==> config.mk <==
export PLATFORM = sky130hd
export DESIGN_NAME = keyword_substitution_cipher_core_flat
export DESIGN_NICKNAME = d
export VERILOG_FILES = /design/src/rtl/core/kwsc_pkg.sv /design/src/rtl/core/kwsc_if.sv /design/src/rtl/core/kwsc_table.sv /design/src/rtl/core/keyword_substitution_cipher_core.sv /design/src/flat_wrapper.sv
export SDC_FILE = /design/constraint.sdc
export NUM_CORES = 1
export LEC_CHECK = 0
export BUFFER_PORTS_ARGS = -buffer_cell sky130_fd_sc_hd__buf_2
export CAP_MARGIN = 20
export CORE_MARGIN = 2
export CORE_UTILIZATION = 60
export CTS_BUF_LIST = sky130_fd_sc_hd__clkbuf_2
export CTS_CLUSTER_DIAMETER = 150
export DETAILED_ROUTE_END_ITERATION = 8
export MAX_ROUTING_LAYER = met4
export PLACE_DENSITY = 0.75
export SETUP_SLACK_MARGIN = 0.3
export SYNTH_ARGS = -nofsm -noshare
export SYNTH_HDL_FRONTEND = slang
export SYNTH_SLANG_ARGS = --single-unit
==> constraint.sdc <==
create_clock -name clk -period 5.81 [get_ports clk]
set_clock_uncertainty 0.05 [all_clocks]
set_input_delay 1.4525 -clock clk [delete_from_list [all_inputs] [get_ports clk]]
set_output_delay 1.4525 -clock clk [all_outputs]
set_load 0.02 [all_outputs]
==> src/rtl/core/kwsc_pkg.sv <==
// shared types and constants of the keyword substitution cipher core
package kwsc_pkg;

  localparam int ALPHABET_SIZE_DEF = 26;
  localparam int ENTRY_W = 5;
  localparam int CMD_W = 3;
  localparam int CHAR_W = 8;

  typedef enum logic [CMD_W-1:0] {
    CMD_CLEAR   = 3'd0,
    CMD_KEY     = 3'd1,
    CMD_FINISH  = 3'd2,
    CMD_ENCRYPT = 3'd3,
    CMD_DECRYPT = 3'd4
  } cmd_t;

  typedef enum logic [1:0] {
    ST_IDLE,
    ST_FILL,
    ST_INV
  } state_t;

  localparam logic [CHAR_W-1:0] CHAR_UPPER_A = 8'h41;
  localparam logic [CHAR_W-1:0] CHAR_UPPER_Z = 8'h5A;
  localparam logic [CHAR_W-1:0] CHAR_LOWER_A = 8'h61;
  localparam logic [CHAR_W-1:0] CHAR_LOWER_Z = 8'h7A;
  localparam logic [CHAR_W-1:0] CHAR_NONE    = 8'h00;

  typedef struct packed {
    logic               we;
    logic [ENTRY_W-1:0] waddr;
    logic [ENTRY_W-1:0] wdata;
    logic               re;
    logic [ENTRY_W-1:0] raddr;
  } tbl_req_t;

endpackage

==> src/rtl/core/kwsc_if.sv <==
// valid/ready channel interfaces for the cipher input items and results
interface kwsc_in_if;
  logic                          valid;
  logic                          ready;
  logic [kwsc_pkg::CMD_W-1:0]    command;
  logic [kwsc_pkg::CHAR_W-1:0]   char_in;

  modport source (output valid, output command, output char_in, input ready);
  modport sink (input valid, input command, input char_in, output ready);
endinterface

interface kwsc_out_if;
  logic                          valid;
  logic                          ready;
  logic [kwsc_pkg::CHAR_W-1:0]   char_out;

  modport source (output valid, output char_out, input ready);
  modport sink (input valid, input char_out, output ready);
endinterface

==> src/rtl/core/kwsc_table.sv <==
// substitution table: synchronous memory, one write and one read port, identity until written
module kwsc_table #(
  parameter int DEPTH = kwsc_pkg::ALPHABET_SIZE_DEF
) (
  input  logic                         clk,
  input  logic                         rst,
  input  kwsc_pkg::tbl_req_t           req,
  output logic [kwsc_pkg::ENTRY_W-1:0] rdata
);
  import kwsc_pkg::*;

  localparam int IDX_W = $clog2(DEPTH);

  logic [ENTRY_W-1:0] mem [DEPTH];
  logic [DEPTH-1:0]   written;
  logic [ENTRY_W-1:0] mem_q;
  logic               written_q;
  logic [IDX_W-1:0]   raddr_q;
  logic [IDX_W-1:0]   widx;
  logic [IDX_W-1:0]   ridx;

  assign widx = req.waddr[IDX_W-1:0];
  assign ridx = req.raddr[IDX_W-1:0];

  always_ff @(posedge clk) begin
    if (req.we) begin
      mem[widx] <= req.wdata;
    end
    if (req.re) begin
      mem_q     <= mem[ridx];
      written_q <= written[ridx];
      raddr_q   <= ridx;
    end
  end

  always_ff @(posedge clk) begin
    if (rst) begin
      written <= '0;
    end else if (req.we) begin
      written[widx] <= 1'b1;
    end
  end

  // entries never written read as identity
  assign rdata = written_q ? mem_q : ENTRY_W'(raddr_q);

endmodule

==> src/rtl/core/keyword_substitution_cipher_core.sv <==
// Keyword substitution cipher core. Clear, key-character, encrypt and decrypt items are
// taken one per cycle unless a held result stalls the input; an encrypt or decrypt result
// reaches the result channel through the table's read register and then an output register,
// so lookups stream at one per cycle while results are taken. A finish item walks the tables:
// it fills the forward table with the unused letters, then reads it back and writes the inverse
// table, and no item is taken until the walk is done. Both tables are single-read-port
// synchronous memories and read as identity until written.
module keyword_substitution_cipher_core #(
  parameter int ALPHABET_SIZE = kwsc_pkg::ALPHABET_SIZE_DEF
) (
  input logic        clk,
  input logic        rst,
  kwsc_in_if.sink    item,
  kwsc_out_if.source result
);
  import kwsc_pkg::*;

  localparam int IDX_W = $clog2(ALPHABET_SIZE);
  localparam int CNT_W = $clog2(ALPHABET_SIZE + 1);
  localparam logic [CNT_W-1:0]   LAST       = CNT_W'(ALPHABET_SIZE - 1);
  localparam logic [CNT_W-1:0]   FULL       = CNT_W'(ALPHABET_SIZE);
  localparam logic [CHAR_W-1:0]  SIZE_CHAR  = CHAR_W'(ALPHABET_SIZE);
  localparam logic [ENTRY_W:0]   SIZE_ENTRY = (ENTRY_W + 1)'(ALPHABET_SIZE);

  state_t                 state;
  state_t                 state_next;
  logic [ALPHABET_SIZE-1:0] letter_used;
  logic [CNT_W-1:0]       key_length;
  logic [CNT_W-1:0]       sweep_j;
  logic [CNT_W-1:0]       sweep_pos;
  logic [CNT_W-1:0]       inv_i;
  logic [IDX_W-1:0]       inv_i_q;
  logic                   inv_rd_pend;
  logic                   pend;
  logic                   pend_letter;
  logic                   pend_dec;
  logic                   out_valid;
  logic [CHAR_W-1:0]      char_q;

  cmd_t                   cmd;
  logic                   transfer;
  logic                   is_upper;
  logic                   is_lower;
  logic [CHAR_W-1:0]      ch_off;
  logic                   is_letter;
  logic [ENTRY_W-1:0]     letter;
  logic [IDX_W-1:0]       letter_i;
  logic                   key_take;
  logic                   fill_take;
  logic                   inv_take;
  logic                   lookup_take;
  logic                   pend_move;
  logic [ENTRY_W-1:0]     pend_val;

  tbl_req_t               fwd_req;
  tbl_req_t               inv_req;
  logic [ENTRY_W-1:0]     fwd_rdata;
  logic [ENTRY_W-1:0]     inv_rdata;

  kwsc_table #(.DEPTH(ALPHABET_SIZE)) u_fwd (
    .clk   (clk),
    .rst   (rst),
    .req   (fwd_req),
    .rdata (fwd_rdata)
  );

  kwsc_table #(.DEPTH(ALPHABET_SIZE)) u_inv (
    .clk   (clk),
    .rst   (rst),
    .req   (inv_req),
    .rdata (inv_rdata)
  );

  // character decode
  always_comb begin
    cmd       = cmd_t'(item.command);
    transfer  = item.valid && item.ready;
    is_upper  = (item.char_in >= CHAR_UPPER_A) && (item.char_in <= CHAR_UPPER_Z);
    is_lower  = (item.char_in >= CHAR_LOWER_A) && (item.char_in <= CHAR_LOWER_Z);
    ch_off    = is_upper ? (item.char_in - CHAR_UPPER_A) : (item.char_in - CHAR_LOWER_A);
    is_letter = (is_upper || is_lower) && (ch_off < SIZE_CHAR);
    letter    = ch_off[ENTRY_W-1:0];
    letter_i  = ch_off[IDX_W-1:0];
  end

  assign key_take    = transfer && (cmd == CMD_KEY) && is_letter && !letter_used[letter_i]
                       && (key_length < FULL);
  assign fill_take   = (state == ST_FILL) && !letter_used[sweep_j[IDX_W-1:0]]
                       && (sweep_pos < FULL);
  assign inv_take    = inv_rd_pend && ({1'b0, fwd_rdata} < SIZE_ENTRY);
  assign lookup_take = transfer && ((cmd == CMD_ENCRYPT) || (cmd == CMD_DECRYPT));
  assign pend_move   = pend && (!out_valid || result.ready);
  assign pend_val    = pend_dec ? inv_rdata : fwd_rdata;

  always_comb begin
    fwd_req = '0;
    if (key_take) begin
      fwd_req.we    = 1'b1;
      fwd_req.waddr = ENTRY_W'(key_length);
      fwd_req.wdata = letter;
    end else if (fill_take) begin
      fwd_req.we    = 1'b1;
      fwd_req.waddr = ENTRY_W'(sweep_pos);
      fwd_req.wdata = ENTRY_W'(sweep_j);
    end
    if (transfer && (cmd == CMD_ENCRYPT) && is_letter) begin
      fwd_req.re    = 1'b1;
      fwd_req.raddr = letter;
    end else if ((state == ST_INV) && (inv_i != FULL)) begin
      fwd_req.re    = 1'b1;
      fwd_req.raddr = ENTRY_W'(inv_i);
    end
  end

  always_comb begin
    inv_req       = '0;
    inv_req.we    = inv_take;
    inv_req.waddr = fwd_rdata;
    inv_req.wdata = ENTRY_W'(inv_i_q);
    inv_req.re    = transfer && (cmd == CMD_DECRYPT) && is_letter;
    inv_req.raddr = letter;
  end

  always_ff @(posedge clk) begin
    if (rst) begin
      state <= ST_IDLE;
    end else begin
      state <= state_next;
    end
  end

  always_comb begin
    state_next = state;
    item.ready = (state == ST_IDLE) && (!pend || pend_move);
    case (state)
      ST_IDLE: begin
        if (transfer && (cmd == CMD_FINISH)) begin
          state_next = ST_FILL;
        end
      end
      ST_FILL: begin
        if (sweep_j == LAST) begin
          state_next = ST_INV;
        end
      end
      ST_INV: begin
        if (inv_i == FULL) begin
          state_next = ST_IDLE;
        end
      end
      default: state_next = ST_IDLE;
    endcase
  end

  // key state
  always_ff @(posedge clk) begin
    if (rst) begin
      letter_used <= '0;
      key_length  <= '0;
    end else if (transfer && (cmd == CMD_CLEAR)) begin
      letter_used <= '0;
      key_length  <= '0;
    end else if (key_take) begin
      letter_used[letter_i] <= 1'b1;
      key_length            <= key_length + 1'b1;
    end
  end

  // finish sweep counters
  always_ff @(posedge clk) begin
    if (rst) begin
      sweep_j     <= '0;
      sweep_pos   <= '0;
      inv_i       <= '0;
      inv_rd_pend <= 1'b0;
    end else begin
      inv_rd_pend <= (state == ST_INV) && (inv_i != FULL);
      if (transfer && (cmd == CMD_FINISH)) begin
        sweep_j   <= '0;
        sweep_pos <= key_length;
        inv_i     <= '0;
      end else if (state == ST_FILL) begin
        sweep_j <= sweep_j + 1'b1;
        if (fill_take) begin
          sweep_pos <= sweep_pos + 1'b1;
        end
      end else if ((state == ST_INV) && (inv_i != FULL)) begin
        inv_i <= inv_i + 1'b1;
      end
    end
  end

  always_ff @(posedge clk) begin
    inv_i_q <= inv_i[IDX_W-1:0];
  end

  // lookup in flight and result register
  always_ff @(posedge clk) begin
    if (rst) begin
      pend      <= 1'b0;
      out_valid <= 1'b0;
    end else begin
      if (lookup_take) begin
        pend <= 1'b1;
      end else if (pend_move) begin
        pend <= 1'b0;
      end
      if (pend_move) begin
        out_valid <= 1'b1;
      end else if (result.ready) begin
        out_valid <= 1'b0;
      end
    end
  end

  always_ff @(posedge clk) begin
    if (lookup_take) begin
      pend_letter <= is_letter;
      pend_dec    <= (cmd == CMD_DECRYPT);
    end
    if (pend_move) begin
      char_q <= pend_letter ? (CHAR_LOWER_A + CHAR_W'(pend_val)) : CHAR_NONE;
    end
  end

  assign result.valid    = out_valid;
  assign result.char_out = char_q;

endmodule

==> src/flat_wrapper.sv <==
// flat-port wrapper written by rule: the top's interface ports become plain ports
module keyword_substitution_cipher_core_flat import kwsc_pkg::*;
#(
  parameter int ALPHABET_SIZE = kwsc_pkg::ALPHABET_SIZE_DEF
)
  (clk, rst, item_valid, item_command, item_char_in, item_ready, result_valid, result_char_out, result_ready);
  kwsc_in_if item_i ();
  kwsc_out_if result_i ();
  input logic clk;
  input logic rst;
  input wire logic [$bits(item_i.valid)-1:0] item_valid;
  input wire logic [$bits(item_i.command)-1:0] item_command;
  input wire logic [$bits(item_i.char_in)-1:0] item_char_in;
  output wire logic [$bits(item_i.ready)-1:0] item_ready;
  output wire logic [$bits(result_i.valid)-1:0] result_valid;
  output wire logic [$bits(result_i.char_out)-1:0] result_char_out;
  input wire logic [$bits(result_i.ready)-1:0] result_ready;
  assign item_i.valid = item_valid;
  assign item_i.command = item_command;
  assign item_i.char_in = item_char_in;
  assign item_ready = item_i.ready;
  assign result_valid = result_i.valid;
  assign result_char_out = result_i.char_out;
  assign result_i.ready = result_ready;
  keyword_substitution_cipher_core #(.ALPHABET_SIZE(ALPHABET_SIZE)) u_core (.clk(clk), .rst(rst), .item(item_i), .result(result_i));
endmodule
; Word level (Yosys, flattened, before mapping)
; Memories as Yosys holds them, arrays and structs flattened. A register that Yosys moved wholly into a read port is not among the register bits.
; Cells that the tools add are included.
[totals]
reg_bits = 130
ram_bits = 260
in_bits = 15
output_inout_bits = 10
elab_cells = 140
memories = 2
[op_classes]
add_sub_neg = 7
order_cmp = 16
eq_ne = 12
muxes = 37
n_bitwise = 4
n_reduce_logical = 43
[mem_list]
columns = memory, depth, word_bits, rd, rd_clocked_by_memory_dff, write_ports, line_no
row1 = u_core.u_fwd.mem, 26, 5, 1, 1, 1, kwsc_table.sv:14  ; logic [ENTRY_W-1:0] mem [DEPTH];
row2 = u_core.u_inv.mem, 26, 5, 1, 1, 1, kwsc_table.sv:14
[op_table]
columns = operator, n
row1 = 26-bit OR, 3
row2 = "5-bit by 6-bit less-than comparator with 1-bit output, second input constant", 5
row3 = 5-bit two-way mux, 6
row4 = 1-bit logical AND, 24
row5 = 11-bit two-way mux, 2
row6 = "5-bit by 1-bit adder with 5-bit output, second input constant", 4
row7 = 1-bit binary-select mux with 5-bit select, 4
row8 = "8-bit by 7-bit greater-or-equal comparator with 1-bit output, second input constant", 2
row9 = "8-bit by 7-bit less-or-equal comparator with 1-bit output, second input constant", 2
row10 = "8-bit by 7-bit subtractor with 8-bit output, second input constant", 2
row11 = 1-bit demux with 5-bit select, 3
row12 = "5-bit by 1-bit greater-or-equal comparator with 1-bit output, second input constant", 3
row13 = "5-bit less-than comparator, second input constant", 3
row14 = 1-bit two-way mux, 15
row15 = 6-bit two-way mux, 2
row16 = "5-bit == test, second input constant", 2
row17 = "7-bit by 5-bit adder with 8-bit output, first input constant", 1
row18 = "8-bit by 5-bit less-than comparator with 1-bit output, second input constant", 1
row19 = 8-bit two-way mux, 1
row20 = 2-bit nonzero test, 4
row21 = "3-bit by 2-bit == test with 1-bit output, second input constant", 2
row22 = 2-bit two-way mux, 3
row23 = "2-bit != test, second input constant", 3
row24 = 2-bit case mux with 3 select lines, 1
row25 = 13 further kinds, 21

; Longest topological paths before layout
[logic_depth]
word_depth = 16
ltp_mapped = 18
mapped_depth_nobuf = 11

; Modules after synthesis
; A second synthesis with hierarchy kept.
[hier_totals]
hier_cells = 1195
hier_area_um2 = 17167.7
[modules_own_cells]
columns = mod, n_inst, cells_per_inst, area_per_inst_um2, seq_area_each_um2
row1 = kwsc_table (u_core.u_inv), 1, 422, 6648.9, 4754.6
row2 = kwsc_table (u_core.u_fwd), 1, 371, 6581.3, 4754.6
row3 = keyword_substitution_cipher_core, 1, 402, 3937.5, 1421.4

; Worst setup path after synthesis
; OpenSTA, ideal clock, no wires.
[synth_timing]
path_type = input-to-reg
from = input item_char_in[0]
to = memory u_core.u_fwd.mem[9][0] (enable)
setup_time_ns = 0.340
arrival_ns = 5.109
required_ns = 5.420
setup_slack_ns = 0.311
stages = 14
path_buffers = 6
path_cell_list = buf_4 > buf_2 > buf_2 > buf_2 > inv_1 > ha_1 > clkbuf_1 > mux4_2 > a2111oi_2 > nand4_2 > buf_4 > nor4_1 > o21bai_2 > nor2_1
[synth_between]
elab_chain_cells = 11
elab_cells_between_ends = 21
classes_between = add/sub: 2 / order compare: 5 / mux: 6 / reduce/logical: 8
[synth_lines]
columns = item, line_no
row1 = start: declaration, flat_wrapper.sv:13  ; input wire logic [$bits(item_i.char_in)-1:0] item_char_in;
row2 = 8-bit by 7-bit greater-or-equal comparator with 1-bit output / 8-bit by 7-bit less-or-equal comparator with 1-bit output (equally long branches), keyword_substitution_cipher_core.sv:78  ; is_upper = (item.char_in >= CHAR_UPPER_A) && (item.char_in <= CHAR_UPPER_Z);
row3 = 1-bit logical AND, keyword_substitution_cipher_core.sv:78
row4 = 8-bit two-way mux, keyword_substitution_cipher_core.sv:80  ; ch_off = is_upper ? (item.char_in - CHAR_UPPER_A) : (item.char_in - CHAR_LOWER_A);
row5 = 8-bit by 5-bit less-than comparator with 1-bit output / 1-bit binary-select mux with 5-bit select (equally long branches), "keyword_substitution_cipher_core.sv:81, keyword_substitution_cipher_core.sv:86"
row6 = 1-bit logical AND / 1-bit two-way mux (equally long branches), "keyword_substitution_cipher_core.sv:81, keyword_substitution_cipher_core.sv:86"
row7 = 1-bit logical AND / 1-bit zero test (equally long branches), keyword_substitution_cipher_core.sv:86  ; assign key_take = transfer && (cmd == CMD_KEY) && is_letter && !letter_used[letter_i]
row8 = 1-bit logical AND *, keyword_substitution_cipher_core.sv:86
row9 = 1-bit logical AND *, keyword_substitution_cipher_core.sv:87  ; && (key_length < FULL);
row10 = 11-bit two-way mux *, keyword_substitution_cipher_core.sv:97  ; if (key_take) begin
row11 = 1-bit two-way mux, kwsc_table.sv:26  ; if (req.we) begin
row12 = 1-bit two-way mux (not written as such), kwsc_table.sv:27  ; mem[widx] <= req.wdata;
row13 = end: declaration, kwsc_table.sv:14
; Mark *: on every way between the ends. The rest lies on a longest branch, timed or not. The select of a mux whose other input is x is not followed.

==> run summary <==
run status: complete, no violations
# hold bufs at CTS: 0
post-synthesis sequential area ratio: 64.5%
ys async rst share: 0%
post-CTS setup buffers: 0
fillers: 2092
critical path class: input pin to flop
clock share of power: 36.7%
Pwr Density: 279 nW/um2
DRT antenna net count: 0
Core Util, Final: 66.2%
switching fraction of total power: 24.1%
most common cell after layout, fill and taps aside: edfxtp_1
die extent in x: 172 um
Max transition margin: 25.9%
Root Buffer: clkbuf_2
Top Ports: 25
worst hold path class: flop to flop
internal power: 3900 uW
Comb power frac: 4.1%
DRC viols: 0
core area: 27800 um2
peak fanout along the critical path: 26
min Tclk post-route: 4.27 ns
worst endpoint required time: 6.24 ns
clock-pin slew on the worst setup and hold paths: 0.09 ns
Mapped Area: 16900 um2
setup_tns: 0 ns
post-CTS resize count: 0
Synth Net Count: 1288
DP HPWL: 25000 um
part of the power in registers: 59.2%
critical path endpoint: u_core.u_fwd.mem[25][3]
average wire per standard cell: 21.1 um
number of synthesized flops with an enable pin: 292
synthesized flop and latch total: 400
number of vias per cell: 6.01
cells after synthesis: 1261
CTS tree: built
final-report setup violation count: 0
Netlist cell types: 75
CTS H-tree lvls: 3
final hold vios: 0
initial antenna violation count: 1
initial drt markers: 1071
worst hold slack: 0.359 ns
period utilization: 73.5%
drt total wl: 38100 um
Worst R2R End: u_core.u_fwd.mem[22][4]
Die Y: 172 um
drt first pass iters: 6
net switching power figure: 1240 uW
clk sinks: 400
Nets: 1371
vias in the first global route: 10500
Core Rows: 61
clk_lat worst skew: 0.93 ns
total die area: 29600 um2
maximum capacitance violations: 0
PortBufs: 24
RSZ-0062 raised after global routing: no
Final Max Tran Viols: 0
total CTS buffers: 98
Layout Area Growth over Synthesis: 8.54%
vias after detailed routing: 10900
CP Capture Type: flop
commonest cells after routing, fill and taps aside: 292 x edfxtp_1, 185 x nor2_1, 152 x clkbuf_2
leakage: 0.00675 uW
Starting Density: 61.0%
gr usage total: 27.3%
CP Data Arrival Time: 4.70 ns
largest net degree at the start of global routing: 69
Congestion Overflow GR: 0
share of cells above drive strength 1: 19.8%
cell taking the most area after synthesis: edfxtp_1
Worst-Margin Slew: 1.11 ns
CTS Buffer Depth: 3
syn_area_per_cell: 13.4 um2
top post-synthesis cells by area: edfxtp_1 52%, dfxtp_1 13%, mux4_2 6.1%
first-pass GRT wire length: 58400 um
VDD IR max: 0.138 mV
Placer Congestion: 0.870
CP startpoint kind: input pin
setup slack, reg-to-reg: 1.78 ns
Synth Flop Type: edfxtp_1
top cell type's share of synthesized area: 51.7%
Worst R2R Path Depth: 7
synthesis warning total: 0
max frequency: 234 MHz
CP startpoint: item_char_in[0]
Power Total: 5140 uW
R2R Path Start: u_core.sweep_j[0]
per-layer routing:
layer  up-vias  track usage, %  share of wire, %
li1       4989               -                 -
met1      5289            39.3                44
met2       521            40.0                46
met3        56            4.90               8.5
met4         0            8.51               1.6
met5         -               -                 0
through the flow:
stage / cells / setup WS [ns] / instance area (um2)
4_1_cts: 1804 / 1.59 / 18400
3_3_place_gp: 1621 / 0.843 / 17400
2_1_floorplan: 1261 / 0.311 / 16900
5_1_grt: 1806 / 1.29 / 18400
3_5_place_dp: 1621 / 0.667 / 17400
6_report: 1806 / 1.54 / 18400
kinds of logic after synthesis:
kind of cell	count (synthesis)	synth area share, %
flip-flops	400	64.5
buffers and inverters	116	2.89
XOR/XNOR	18	0.930
adder cells (fa/ha/maj)	12	0.886
AND/OR/NAND/NOR	370	9.84
multiplexers	144	12.2
AO/OA/AOI/OAI	201	8.73
sequential cells by signal (all words and copies together) (netlist names), 2 cells and up:
name	flops
u_core.inv_i	5
u_core.inv_i_q	5
u_core.key_length	5
u_core.letter_used	26
u_core.result.char_out	8
u_core.state	2
u_core.sweep_j	5
u_core.sweep_pos	5
u_core.u_fwd.mem	130
u_core.u_fwd.mem_q	5
u_core.u_fwd.raddr_q	5
u_core.u_fwd.written	26
u_core.u_inv.mem	130
u_core.u_inv.mem_q	5
u_core.u_inv.raddr_q	5
u_core.u_inv.written	26
layout make-up:
type / instances / area [um2] / share of cell area [%]
clock inverters: 31 / 188 / 1.02
multi-input cells: 745 / 5530 / 30.1
diodes: 1 / 2.50 / 0.0136
clock buffers: 152 / 761 / 4.14
repair buffers: 43 / 298 / 1.62
flip-flops and latches: 400 / 10900 / 59.4
inverters: 56 / 210 / 1.14
well taps: 378 / 473 / 2.57
how the worst min path moves through the flow:
stage                                   end  slack [ns]  depth (start not counted)       startpoint
final                     u_core.inv_i_q[4]        0.36                          0  u_core.inv_i[4]
after global routing      u_core.inv_i_q[4]        0.38                          0  u_core.inv_i[4]
after CTS                 u_core.inv_i_q[4]        0.36                          0  u_core.inv_i[4]
after detailed placement  u_core.inv_i_q[4]        0.35                          0  u_core.inv_i[4]
after global placement    u_core.inv_i_q[4]        0.35                          0  u_core.inv_i[4]
after floorplan           u_core.inv_i_q[4]        0.32                          0  u_core.inv_i[4]
critical path, cell delays in order:
cell and delay (ns):
buf_4 0.25, inv_1 0.14, ha_2 0.29, a211oi_1 0.34, a311oi_1 0.12, o21ai_1 0.45, nand3_1 0.44, nor2_2 0.30
a22o_1 0.92
power by group through the flow:
stage | Sequential (uW) | Clock (uW) | Combinational [uW]
after detailed placement | 3110 | 0 | 209
final | 3040 | 1880 | 211
after floorplan | 3100 | 0 | 147
after global placement | 3110 | 0 | 206
after global routing | 3040 | 2070 | 227
after CTS | 3040 | 1930 | 209
cell usage after synthesis, drive strengths merged, types with 10 or more instances:
cell type	instances
edfxtp	292
nor2	193
dfxtp	108
mux2i	91
nand2	82
inv	55
mux4	49
buf	31
a21oi	30
clkbuf	29
a31oi	25
a32oi	25
o22ai	20
o21ai	19
nand3	17
a211oi	16
a22oi	14
and2	13
ha	12
nand2b	12
xnor2	10
(Power assumes the default switching activity.)
